==> config.mk <==
export PLATFORM = sky130hd
export DESIGN_NAME = request_retry_tracker_core
export DESIGN_NICKNAME = d
export VERILOG_FILES = /design/src/rtl/rrt_pkg.sv /design/src/rtl/rrt_cell.sv /design/src/rtl/request_retry_tracker_core.sv
export SDC_FILE = /design/constraint.sdc
export NUM_CORES = 2
export LEC_CHECK = 0
export BUFFER_PORTS_ARGS = -buffer_cell sky130_fd_sc_hd__buf_2
export CAP_MARGIN = 20
export CELL_PAD_IN_SITES_DETAIL_PLACEMENT = 0
export CELL_PAD_IN_SITES_GLOBAL_PLACEMENT = 2
export CORE_UTILIZATION = 47
export CTS_CLUSTER_DIAMETER = 40
export DETAILED_ROUTE_END_ITERATION = 8
export PLACE_DENSITY_LB_ADDON = 0.15
export SETUP_SLACK_MARGIN = 0.4
export SLEW_MARGIN = 30
export SYNTH_ARGS = -nofsm -noshare
export SYNTH_HDL_FRONTEND = slang
export SYNTH_SLANG_ARGS = --single-unit
==> constraint.sdc <==
create_clock -name clk -period 18.47 [get_ports clk]
set_clock_uncertainty 0.15 [all_clocks]
set_input_delay 3.694 -clock clk [delete_from_list [all_inputs] [get_ports clk]]
set_output_delay 3.694 -clock clk [all_outputs]
set_load 0.01 [all_outputs]
==> src/rtl/rrt_pkg.sv <==
// rrt_pkg: beat types, opcodes, status codes and cell command codes
// shared by the request retry tracker cells and top level; no dependencies

package rrt_pkg;

	// opcodes of a request beat
	localparam logic [2:0] OP_ARM   = 3'd0;
	localparam logic [2:0] OP_RESP  = 3'd1;
	localparam logic [2:0] OP_TICK  = 3'd2;
	localparam logic [2:0] OP_DELAY = 3'd3;
	localparam logic [2:0] OP_QUERY = 3'd4;

	// status codes of a response beat
	localparam logic [2:0] ST_ACCEPTED  = 3'd0;
	localparam logic [2:0] ST_INVALID   = 3'd1;
	localparam logic [2:0] ST_FULL      = 3'd2;
	localparam logic [2:0] ST_DONE      = 3'd3;
	localparam logic [2:0] ST_RESEND    = 3'd4;
	localparam logic [2:0] ST_MISMATCH  = 3'd5;
	localparam logic [2:0] ST_UNTRACKED = 3'd6;
	localparam logic [2:0] ST_FOUND     = 3'd7;

	// index width covers the largest supported table
	localparam int IDX_W = 6;
	// results one tick may report
	localparam logic [3:0] MAX_RES = 4'd8;

	typedef struct packed {
		logic [2:0]  op;
		logic [15:0] msg_id;
		logic [15:0] send_type;
		logic [15:0] resp_type;
		logic [7:0]  retry_limit;
		logic [15:0] period_ticks;
		logic [47:0] dst_mac;
		logic [3:0]  iface_index;
		logic [15:0] context_tag;
		logic        skip_id_check;
	} req_beat_t;

	typedef struct packed {
		logic [2:0]  status;
		logic [2:0]  entry_index;
		logic [15:0] out_msg_id;
		logic [15:0] out_send_type;
		logic [47:0] out_dst_mac;
		logic [3:0]  out_iface_index;
		logic [15:0] out_context_tag;
		logic        last;
	} rsp_beat_t;

	typedef enum logic [2:0] {
		CMD_NONE,
		CMD_ARM,
		CMD_DELAY,
		CMD_FREE,
		CMD_DEC,
		CMD_STOP,
		CMD_SET1
	} cmd_t;

	// control broadcast to every cell
	typedef struct packed {
		cmd_t cmd;
		logic tick_mode;
		logic adv;
	} ctl_t;

	// contents of the selected cell
	typedef struct packed {
		logic             valid;
		logic             is_delay;
		logic             running;
		logic [15:0]      msg_id;
		logic [15:0]      send_type;
		logic [15:0]      resp_type;
		logic [7:0]       tries;
		logic [7:0]       retry_limit;
		logic [15:0]      countdown;
		logic [47:0]      dst_mac;
		logic [3:0]       iface;
		logic [15:0]      tag;
		logic [IDX_W-1:0] idx;
	} rd_t;

	// data handed from one cell to its neighbor
	typedef struct packed {
		logic c_reuse;
		logic c_free;
		logic c_id;
		logic c_rtyp;
		logic tok;
		rd_t  rd;
	} chain_t;

	// first-match flags of one cell
	typedef struct packed {
		logic reuse;
		logic free;
		logic id;
		logic rtyp;
		logic tok;
	} hit_t;

endpackage

==> src/rtl/rrt_cell.sv <==
// rrt_cell: one table entry of the request retry tracker with its share of
// the priority, scan token and read chains; depends on rrt_pkg

module rrt_cell #(
	parameter int IDX = 0
) (
	input  logic              clk,
	input  logic              arst_n,
	input  rrt_pkg::req_beat_t req,
	input  rrt_pkg::ctl_t     ctl,
	input  logic              sel_i,
	input  rrt_pkg::chain_t   chain_i,
	output rrt_pkg::chain_t   chain_o,
	output rrt_pkg::hit_t     hit_o
);

	logic        valid_q, is_delay_q, running_q, tok_q;
	logic [15:0] msg_id_q, send_type_q, resp_type_q, countdown_q;
	logic [7:0]  tries_q, retry_limit_q;
	logic [47:0] dest_q;
	logic [3:0]  iface_q;
	logic [15:0] tag_q;

	logic l_reuse, l_free, l_id, l_rtyp, sel;
	rrt_pkg::rd_t my_rd;

	// local matches against the request
	assign l_reuse = valid_q && !is_delay_q && send_type_q == req.send_type
		&& resp_type_q == req.resp_type;
	assign l_free  = !valid_q;
	assign l_id    = valid_q && !is_delay_q && msg_id_q == req.msg_id;
	assign l_rtyp  = valid_q && !is_delay_q && resp_type_q == req.resp_type;

	// first match wins: a carry from lower entries masks this one
	assign hit_o.reuse = l_reuse && !chain_i.c_reuse;
	assign hit_o.free  = l_free && !chain_i.c_free;
	assign hit_o.id    = l_id && !chain_i.c_id;
	assign hit_o.rtyp  = l_rtyp && !chain_i.c_rtyp;
	assign hit_o.tok   = tok_q;

	assign sel = ctl.tick_mode ? tok_q : sel_i;

	// read bus contribution
	always_comb begin
		my_rd.valid       = valid_q;
		my_rd.is_delay    = is_delay_q;
		my_rd.running     = running_q;
		my_rd.msg_id      = msg_id_q;
		my_rd.send_type   = send_type_q;
		my_rd.resp_type   = resp_type_q;
		my_rd.tries       = tries_q;
		my_rd.retry_limit = retry_limit_q;
		my_rd.countdown   = countdown_q;
		my_rd.dst_mac     = dest_q;
		my_rd.iface       = iface_q;
		my_rd.tag         = tag_q;
		my_rd.idx         = rrt_pkg::IDX_W'(IDX);
	end

	// pass carries, token and read bus to the next cell
	always_comb begin
		chain_o.c_reuse = chain_i.c_reuse | l_reuse;
		chain_o.c_free  = chain_i.c_free | l_free;
		chain_o.c_id    = chain_i.c_id | l_id;
		chain_o.c_rtyp  = chain_i.c_rtyp | l_rtyp;
		chain_o.tok     = tok_q;
		chain_o.rd      = chain_i.rd | (sel ? my_rd : '0);
	end

	// scan token shifts one cell per step
	always_ff @(posedge clk or negedge arst_n) begin
		if (!arst_n) begin
			tok_q <= 1'b0;
		end else if (ctl.adv) begin
			tok_q <= chain_i.tok;
		end
	end

	// entry control state
	always_ff @(posedge clk or negedge arst_n) begin
		if (!arst_n) begin
			valid_q       <= 1'b0;
			is_delay_q    <= 1'b0;
			running_q     <= 1'b0;
			msg_id_q      <= '0;
			send_type_q   <= '0;
			resp_type_q   <= '0;
			tries_q       <= '0;
			retry_limit_q <= '0;
			countdown_q   <= '0;
		end else if (sel) begin
			case (ctl.cmd)
				rrt_pkg::CMD_ARM: begin
					valid_q       <= 1'b1;
					is_delay_q    <= 1'b0;
					running_q     <= 1'b1;
					msg_id_q      <= req.msg_id;
					send_type_q   <= req.send_type;
					resp_type_q   <= req.resp_type;
					retry_limit_q <= req.retry_limit;
					if (tries_q != 8'hFF) begin
						tries_q <= tries_q + 8'd1;
					end
					countdown_q   <= req.period_ticks;
				end
				rrt_pkg::CMD_DELAY: begin
					valid_q       <= 1'b1;
					is_delay_q    <= 1'b1;
					running_q     <= 1'b1;
					msg_id_q      <= '0;
					send_type_q   <= '0;
					resp_type_q   <= '0;
					tries_q       <= '0;
					retry_limit_q <= '0;
					countdown_q   <= req.period_ticks;
				end
				rrt_pkg::CMD_FREE: begin
					valid_q       <= 1'b0;
					is_delay_q    <= 1'b0;
					running_q     <= 1'b0;
					msg_id_q      <= '0;
					send_type_q   <= '0;
					resp_type_q   <= '0;
					tries_q       <= '0;
					retry_limit_q <= '0;
					countdown_q   <= '0;
				end
				rrt_pkg::CMD_DEC: begin
					countdown_q <= countdown_q - 16'd1;
				end
				rrt_pkg::CMD_STOP: begin
					running_q   <= 1'b0;
					countdown_q <= '0;
				end
				rrt_pkg::CMD_SET1: begin
					countdown_q <= 16'd1;
				end
				default: begin
				end
			endcase
		end
	end

	// payload written on arm and delay only
	always_ff @(posedge clk) begin
		if (sel && ctl.cmd == rrt_pkg::CMD_ARM) begin
			dest_q  <= req.dst_mac;
			iface_q <= req.iface_index;
			tag_q   <= req.context_tag;
		end else if (sel && ctl.cmd == rrt_pkg::CMD_DELAY) begin
			tag_q <= req.context_tag;
		end
	end

endmodule

==> src/rtl/request_retry_tracker_core.sv <==
// request_retry_tracker_core: top level of the request retry tracker, a
// row of rrt_cell entries plus the sequencer; depends on rrt_pkg, rrt_cell
//
// Usage
//   req channel (req_valid/req_ready/req) takes one request beat: arm,
//   response, tick, delayed completion or query. rsp channel
//   (rsp_valid/rsp_ready/rsp) returns the result beats; last marks the
//   final beat caused by a request. A tick with no expiring entry gives
//   no beat at all.
//   One request is worked on at a time. Arm, response, delay, query and
//   unknown opcodes are accepted, then make one search through the cell
//   chain and give one beat. A tick walks a scan token along the cell
//   row one entry per cycle while no held beat is stalled, then the held
//   final beat is sent.
//   The result sits in an output register, so a stalled receiver only
//   holds the block once a further beat must be sent.
//   Reset clears every entry and the sequencer; the block takes a request
//   in the first cycle after reset is released.

module request_retry_tracker_core #(
	parameter int ENTRIES = 8
) (
	input  logic               clk,
	input  logic               arst_n,
	input  logic               req_valid,
	output logic               req_ready,
	input  rrt_pkg::req_beat_t req,
	output logic               rsp_valid,
	input  logic               rsp_ready,
	output rrt_pkg::rsp_beat_t rsp
);

	typedef enum logic [3:0] {
		S_IDLE  = 4'b0001,
		S_EXEC  = 4'b0010,
		S_TICK  = 4'b0100,
		S_FLUSH = 4'b1000
	} state_t;

	state_t state_q;
	rrt_pkg::req_beat_t req_q;
	rrt_pkg::rsp_beat_t out_q, pend_q, e_res, t_res, push_data;
	logic out_valid_q, pend_v_q;
	logic [3:0] n_q;

	rrt_pkg::chain_t ch [ENTRIES+1];
	rrt_pkg::hit_t   hit [ENTRIES];
	rrt_pkg::ctl_t   ctl;
	rrt_pkg::rd_t    bus;
	logic [ENTRIES-1:0] sel, tok_vec;
	logic any_reuse, any_free, any_id, any_rtyp;
	logic accept, can_push, push, tok_load;
	rrt_pkg::cmd_t e_cmd, t_cmd;
	logic t_need, stall, t_end;

	assign accept   = req_valid && req_ready;
	assign req_ready = state_q == S_IDLE;
	assign can_push = !out_valid_q || rsp_ready;
	assign tok_load = accept && req.op == rrt_pkg::OP_TICK;

	// head of the chain
	always_comb begin
		ch[0]     = '0;
		ch[0].tok = tok_load;
	end

	// row of entry cells
	for (genvar i = 0; i < ENTRIES; i++) begin : g_cell
		rrt_cell #(.IDX(i)) u_cell (
			.clk    (clk),
			.arst_n (arst_n),
			.req    (req_q),
			.ctl    (ctl),
			.sel_i  (sel[i]),
			.chain_i(ch[i]),
			.chain_o(ch[i+1]),
			.hit_o  (hit[i])
		);
		assign tok_vec[i] = hit[i].tok;
	end

	assign any_reuse = ch[ENTRIES].c_reuse;
	assign any_free  = ch[ENTRIES].c_free;
	assign any_id    = ch[ENTRIES].c_id;
	assign any_rtyp  = ch[ENTRIES].c_rtyp;
	assign bus       = ch[ENTRIES].rd;

	// entry selection for single-beat ops
	always_comb begin
		for (int i = 0; i < ENTRIES; i++) begin
			case (req_q.op)
				rrt_pkg::OP_ARM:   sel[i] = any_reuse ? hit[i].reuse : hit[i].free;
				rrt_pkg::OP_DELAY: sel[i] = hit[i].free;
				rrt_pkg::OP_RESP:  sel[i] = any_id ? hit[i].id : hit[i].rtyp;
				rrt_pkg::OP_QUERY: sel[i] = hit[i].id;
				default:           sel[i] = 1'b0;
			endcase
		end
	end

	// single-beat result and entry command
	always_comb begin
		e_res      = '0;
		e_res.last = 1'b1;
		e_cmd      = rrt_pkg::CMD_NONE;
		case (req_q.op)
			rrt_pkg::OP_ARM: begin
				if (req_q.msg_id == '0 || req_q.resp_type == '0) begin
					e_res.status = rrt_pkg::ST_INVALID;
				end else if (any_reuse || any_free) begin
					e_cmd                 = rrt_pkg::CMD_ARM;
					e_res.status          = rrt_pkg::ST_ACCEPTED;
					e_res.entry_index     = bus.idx[2:0];
					e_res.out_msg_id      = req_q.msg_id;
					e_res.out_send_type   = req_q.send_type;
					e_res.out_context_tag = req_q.context_tag;
				end else begin
					e_res.status = rrt_pkg::ST_FULL;
				end
			end
			rrt_pkg::OP_RESP: begin
				if (any_id) begin
					if (bus.resp_type == req_q.resp_type) begin
						e_cmd                 = rrt_pkg::CMD_FREE;
						e_res.status          = rrt_pkg::ST_DONE;
						e_res.entry_index     = bus.idx[2:0];
						e_res.out_msg_id      = bus.msg_id;
						e_res.out_context_tag = bus.tag;
					end else begin
						e_res.status = rrt_pkg::ST_UNTRACKED;
					end
				end else if (any_rtyp) begin
					e_res.entry_index = bus.idx[2:0];
					e_res.out_msg_id  = bus.msg_id;
					if (req_q.skip_id_check) begin
						e_cmd                 = rrt_pkg::CMD_FREE;
						e_res.status          = rrt_pkg::ST_DONE;
						e_res.out_context_tag = bus.tag;
					end else begin
						e_res.status = rrt_pkg::ST_MISMATCH;
					end
				end else begin
					e_res.status = rrt_pkg::ST_UNTRACKED;
				end
			end
			rrt_pkg::OP_DELAY: begin
				if (any_free) begin
					e_cmd                 = rrt_pkg::CMD_DELAY;
					e_res.status          = rrt_pkg::ST_ACCEPTED;
					e_res.entry_index     = bus.idx[2:0];
					e_res.out_context_tag = req_q.context_tag;
				end else begin
					e_res.status = rrt_pkg::ST_FULL;
				end
			end
			rrt_pkg::OP_QUERY: begin
				if (any_id && bus.resp_type == req_q.resp_type) begin
					e_res.status        = rrt_pkg::ST_FOUND;
					e_res.entry_index   = bus.idx[2:0];
					e_res.out_msg_id    = bus.msg_id;
					e_res.out_send_type = bus.send_type;
				end else begin
					e_res.status = rrt_pkg::ST_UNTRACKED;
				end
			end
			default: begin
				e_res.status = rrt_pkg::ST_INVALID;
			end
		endcase
	end

	// tick: decision for the entry holding the scan token
	always_comb begin
		t_res  = '0;
		t_cmd  = rrt_pkg::CMD_NONE;
		t_need = 1'b0;
		if (bus.valid && bus.running) begin
			if (bus.countdown > 16'd1) begin
				t_cmd = rrt_pkg::CMD_DEC;
			end else if (n_q == rrt_pkg::MAX_RES) begin
				t_cmd = rrt_pkg::CMD_SET1;
			end else begin
				t_need                = 1'b1;
				t_res.entry_index     = bus.idx[2:0];
				t_res.out_msg_id      = bus.msg_id;
				t_res.out_context_tag = bus.tag;
				if (bus.is_delay || bus.tries > bus.retry_limit) begin
					t_cmd        = rrt_pkg::CMD_FREE;
					t_res.status = rrt_pkg::ST_DONE;
				end else begin
					t_cmd               = rrt_pkg::CMD_STOP;
					t_res.status        = rrt_pkg::ST_RESEND;
					t_res.out_send_type = bus.send_type;
					t_res.out_dst_mac   = bus.dst_mac;
					t_res.out_iface_index = bus.iface;
				end
			end
		end
	end

	assign stall = t_need && pend_v_q && !can_push;
	assign t_end = bus.idx == rrt_pkg::IDX_W'(ENTRIES - 1);

	// cell control
	always_comb begin
		ctl.tick_mode = state_q == S_TICK;
		ctl.adv       = tok_load || (state_q == S_TICK && !stall);
		ctl.cmd       = rrt_pkg::CMD_NONE;
		if (state_q == S_EXEC && can_push) begin
			ctl.cmd = e_cmd;
		end else if (state_q == S_TICK && !stall) begin
			ctl.cmd = t_cmd;
		end
	end

	// output register feed
	always_comb begin
		push      = 1'b0;
		push_data = pend_q;
		unique case (state_q)
			S_EXEC: begin
				push      = can_push;
				push_data = e_res;
			end
			S_TICK: begin
				push = !stall && t_need && pend_v_q;
			end
			S_FLUSH: begin
				push           = pend_v_q && can_push;
				push_data.last = 1'b1;
			end
			default: begin
			end
		endcase
	end

	// sequencer
	always_ff @(posedge clk or negedge arst_n) begin
		if (!arst_n) begin
			state_q  <= S_IDLE;
			pend_v_q <= 1'b0;
			n_q      <= '0;
		end else begin
			unique case (state_q)
				S_IDLE: begin
					if (accept) begin
						pend_v_q <= 1'b0;
						n_q      <= '0;
						state_q  <= (req.op == rrt_pkg::OP_TICK) ? S_TICK : S_EXEC;
					end
				end
				S_EXEC: begin
					if (can_push) begin
						state_q <= S_IDLE;
					end
				end
				S_TICK: begin
					if (!stall) begin
						if (t_need) begin
							pend_v_q <= 1'b1;
							n_q      <= n_q + 4'd1;
						end
						if (t_end) begin
							state_q <= S_FLUSH;
						end
					end
				end
				S_FLUSH: begin
					if (!pend_v_q || can_push) begin
						pend_v_q <= 1'b0;
						state_q  <= S_IDLE;
					end
				end
				default: begin
					state_q <= S_IDLE;
				end
			endcase
		end
	end

	// request and held tick beat
	always_ff @(posedge clk) begin
		if (accept) begin
			req_q <= req;
		end
		if (state_q == S_TICK && !stall && t_need) begin
			pend_q <= t_res;
		end
	end

	// output register
	always_ff @(posedge clk or negedge arst_n) begin
		if (!arst_n) begin
			out_valid_q <= 1'b0;
		end else if (push) begin
			out_valid_q <= 1'b1;
		end else if (rsp_ready) begin
			out_valid_q <= 1'b0;
		end
	end

	always_ff @(posedge clk) begin
		if (push) begin
			out_q <= push_data;
		end
	end

	assign rsp_valid = out_valid_q;
	assign rsp       = out_q;

`ifndef ASSERT_OFF
	a_tok_single: assert property (@(posedge clk) disable iff (!arst_n)
		$onehot0(tok_vec))
		else $error("more than one cell holds the scan token");

	a_tok_in_tick: assert property (@(posedge clk) disable iff (!arst_n)
		state_q == S_TICK |-> $onehot(tok_vec))
		else $error("tick scan without a token");

	a_sel_single: assert property (@(posedge clk) disable iff (!arst_n)
		state_q == S_EXEC |-> $onehot0(sel))
		else $error("search selected more than one entry");

	a_tick_cap: assert property (@(posedge clk) disable iff (!arst_n)
		n_q <= rrt_pkg::MAX_RES)
		else $error("tick reported too many beats");

	a_exec_push: assert property (@(posedge clk) disable iff (!arst_n)
		state_q == S_EXEC && can_push |=> rsp_valid && rsp.last)
		else $error("single-beat op gave no final beat");
`endif

endmodule
==> results by group <==
Synth
  • Mapped Cells: about 5.5k
  • Mapped Area: between 70000 and 80000 sq um
  • Dominant cell type by area after synthesis: edfxtp_1
  • Synth Register Bits: 1582
  • Library cells used by synthesis: 100
  • Mean Syn Cell Area: ~13 sq um
  • Sequential area share after synthesis: 0.630
  • Yosys warns: 0
  • Largest cells by area after synthesis: edfxtp_1 (39%), dfrtp_1 (24%), a22o_1 (6.1%)
  • Synth Flop Type: edfxtp_1
  • FFs w/ async S/R, synth: 0.431
  • Post-synth top area share: 0.386
  • Post-Synthesis Net Count: roughly 5.6k
  • EDFF count, synth: 900

Routing
  • Routed WL per cell: a little over 30 um
  • Routed wire length: roughly 240000 um
  • Post-DR vias/cell: around 6.6
  • Initial drt markers: 6268
  • Residual DRC: 0
  • Antenna Nets Post-Route: 0
  • Via count: slightly above 50k
  • Drt pass-1 iters: 9

Power
  • Leakage power: 30.3 nW
  • Tot Pwr: between 0.009 and 0.01 W
  • Power Density: approximately 120 nW/um^2
  • Peak supply drop: between 0.00008 and 0.00009 V

Clocking
  • CTS Buf Count: approximately 220
  • CTS resizes: 0
  • Hold buffers post-CTS: 0
  • H-Tree Depth: 4
  • CTS max path bufs: 3
  • Worst-Skew Late Latency: about 870 ps
  • CTS root buf: clkbuf_16
  • Worst-path clk slew: approximately 60 ps
  • TritonCTS clock tree: built
  • Setup bufs post-CTS: 0
  • Clk sink count: ~1.6k

Finish
  • Most common cell after layout, fill and taps aside: edfxtp_1
  • Layout cells sized above 1: 0.151
  • Nets: slightly below 6k
  • Syn-to-layout area delta: 16.1%
  • Most frequent cells in the layout: edfxtp_1 (900), dfrtp_1 (681), a22o_1 (489), a222oi_1 (264), buf_2 (255)

STA
  • Max Clock Freq: around 92 MHz
  • Setup-failing EPs final: 0
  • Final period util: 0.588
  • Final hold vios: 0
  • Unrepaired setup endpoints after global routing: false
  • Tightest Pin Transition: 1260 ps
  • Final Slew Violations: 0
  • Slew margin rel.: 0.158
  • Final min period: between 10000 and 15000 ps
  • Setup TNS: 0 ps

Run
  • Max-cap viol count: 0

Global routing
  • Vias in the first global route: around 50k
  • Initial antenna violation count: 11
  • First-pass GRT wire length: between 300000 and 400000 um
  • Total GRT Usage: 0.314
  • Largest net degree at the start of global routing: 137
  • Remaining Overflow, GRT: 0

Floorplan
  • Core Box Area: about 150000 sq um
  • Top-level port count: between 200 and 300
  • DIE HEIGHT: 388 um
  • Core Rows: between 100 and 150
  • Die area: ~150000 sq um
  • Die Width: between 300 and 400 um
  • Starting Density: 0.474

Critical path
  • Worst-path fanout max: 67
  • Data arrival, critical path: around 11000 ps
  • Critical path capture point type: flop
  • Crit Path Category: flop to flop
  • Worst setup SP type: flop
  • CP max-delay cell: edfxtp_1
  • Worst R2R End: g_cell[7].u_cell.tag_q[10]$_DFFE_PP_
  • CP required: about 19000 ps
  • Reg2Reg Setup Slack: 7610 ps
  • Reg2Reg Depth: 30
  • Crit Reg-Reg Startpoint: req_q[125]$_DFFE_PP_
  • Max incr delay on CP: ~1000 ps

Worst hold path
  • HP Start: g_cell[6].u_cell.countdown_q[6]$_DFFE_PN0P_
  • Hold Path End: g_cell[6].u_cell.countdown_q[6]$_DFFE_PN0P_
  • HP Class: flop to flop
  • Worst Hold Path Cells: 1

Run status
  • Status: finished clean

Place
  • Number of port buffers: 256
  • Final RePlAce weighted congestion: a little under 1
  • Post-DP HPWL: approximately 150000 um
## stage by stage
step	worst slack, ps	hold slack [ps]	area, sq um	utilization	std cells
CTS	7620	337	81200	0.549	7753
detailed placement	7690	324	73200	0.495	7326
finish	7610	335	81300	0.550	7757
global placement	7840	321	73000	0.494	7319
global route	7090	345	81300	0.550	7755
floorplan	8750	298	70000	-	5462
## per-layer routing
layer	part of all wire	GRT usage	vias to the layer above
met5	0.00036	0	-
met2	0.45	0.475	2491
met4	0.029	0.105	14
met3	0.083	0.0592	421
li1	-	-	22067
met1	0.43	0.455	26439
## cell type report
class	count	area (sq um)
Clock buffer	269	6020
Timing Repair Buffer	372	2380
Tap cell	1930	2410
Sequential cell	1582	44100
Clock inverter	158	1960
Multi-Input combinational cell	3374	24200
Fill cell	12293	66500
Antenna cell	2	5.00
Inverter	70	270
## worst max-delay path, delay by kind of cell (launching register included)
family / cells / cell delay, ps
and+or+nand+nor: 15 / 5020
AOI/OAI and AO/OA: 10 / 2100
buffers and inverters: 3 / 1650
DFF: 1 / 1020
adders and majority gates: 1 / 310
xor gates and xnor gates: 1 / 220
## registers in the layout (all words and copies together) (netlist names), 32 cells and up
| signal | flops |
|---|---|
| g_cell.u_cell.dest_q | 384 |
| req_q | 144 |
| g_cell.u_cell.countdown_q | 128 |
| g_cell.u_cell.msg_id_q | 128 |
| g_cell.u_cell.resp_type_q | 128 |
| g_cell.u_cell.send_type_q | 128 |
| g_cell.u_cell.tag_q | 128 |
| rsp | 107 |
| pend_q | 105 |
| g_cell.u_cell.retry_limit_q | 64 |
| g_cell.u_cell.tries_q | 64 |
| g_cell.u_cell.iface_q | 32 |
## synth_stat cells (39+ instances only)
library cell  number
a21oi_1          106
a222oi_1         264
a22o_1           489
a22oi_1          177
a31oi_1           77
and2_1            69
and3_1           102
buf_2             56
clkbuf_1         328
dfrtp_1          681
edfxtp_1         900
inv_1             68
nand2_1          219
nand3_1          130
nand4_1          100
nor2_1           248
nor3_1           126
nor4_1           114
o21ai_0          172
o21ai_1           39
o31ai_1           40
xnor2_1          166
xor2_1           223
## logic make-up (layout without fill, tap and decap cells)
| family | count (synthesis) | count (layout) | share of synthesized area |
|---|---|---|---|
| AOI/OAI and AO/OA | 1641 | 1641 | 0.186 |
| xor gates and xnor gates | 389 | 389 | 0.0487 |
| adders and majority gates | 26 | 26 | 0.00465 |
| buffers and inverters | 506 | 869 | 0.0298 |
| DFF | 1582 | 1582 | 0.630 |
| muxes | 12 | 12 | 0.00184 |
| other | 0 | 2 | 0 |
| and+or+nand+nor | 1306 | 1306 | 0.0994 |
## how the worst max path moves through the flow
| stage | to | from | cells past startpoint | slack (ps) |
|---|---|---|---|---|
| 6_report | g_cell[7].u_cell.tag_q[10]$_DFFE_PP_ | req_q[125]$_DFFE_PP_ | 30 | 7610 |
| 3_3_place_gp | g_cell[7].u_cell.tag_q[8]$_DFFE_PP_ | req_q[137]$_DFFE_PP_ | 30 | 7840 |
| 3_5_place_dp | g_cell[7].u_cell.tag_q[6]$_DFFE_PP_ | req_q[125]$_DFFE_PP_ | 30 | 7690 |
| 5_1_grt | g_cell[7].u_cell.tag_q[10]$_DFFE_PP_ | req_q[125]$_DFFE_PP_ | 30 | 7090 |
| 4_1_cts | g_cell[7].u_cell.tag_q[10]$_DFFE_PP_ | req_q[125]$_DFFE_PP_ | 30 | 7620 |
| 2_1_floorplan | g_cell[3].u_cell.tag_q[0]$_DFFE_PP_ | rsp_ready | 10 | 8750 |
## report_power, final
group | switching, W | total [W] | internal [W]
combinational | 0.000555 | 0.000821 | 0.000266
sequential | 0.000217 | 0.00417 | 0.00395
clock | 0.00172 | 0.00445 | 0.00274
(Power assumes the default switching activity.)
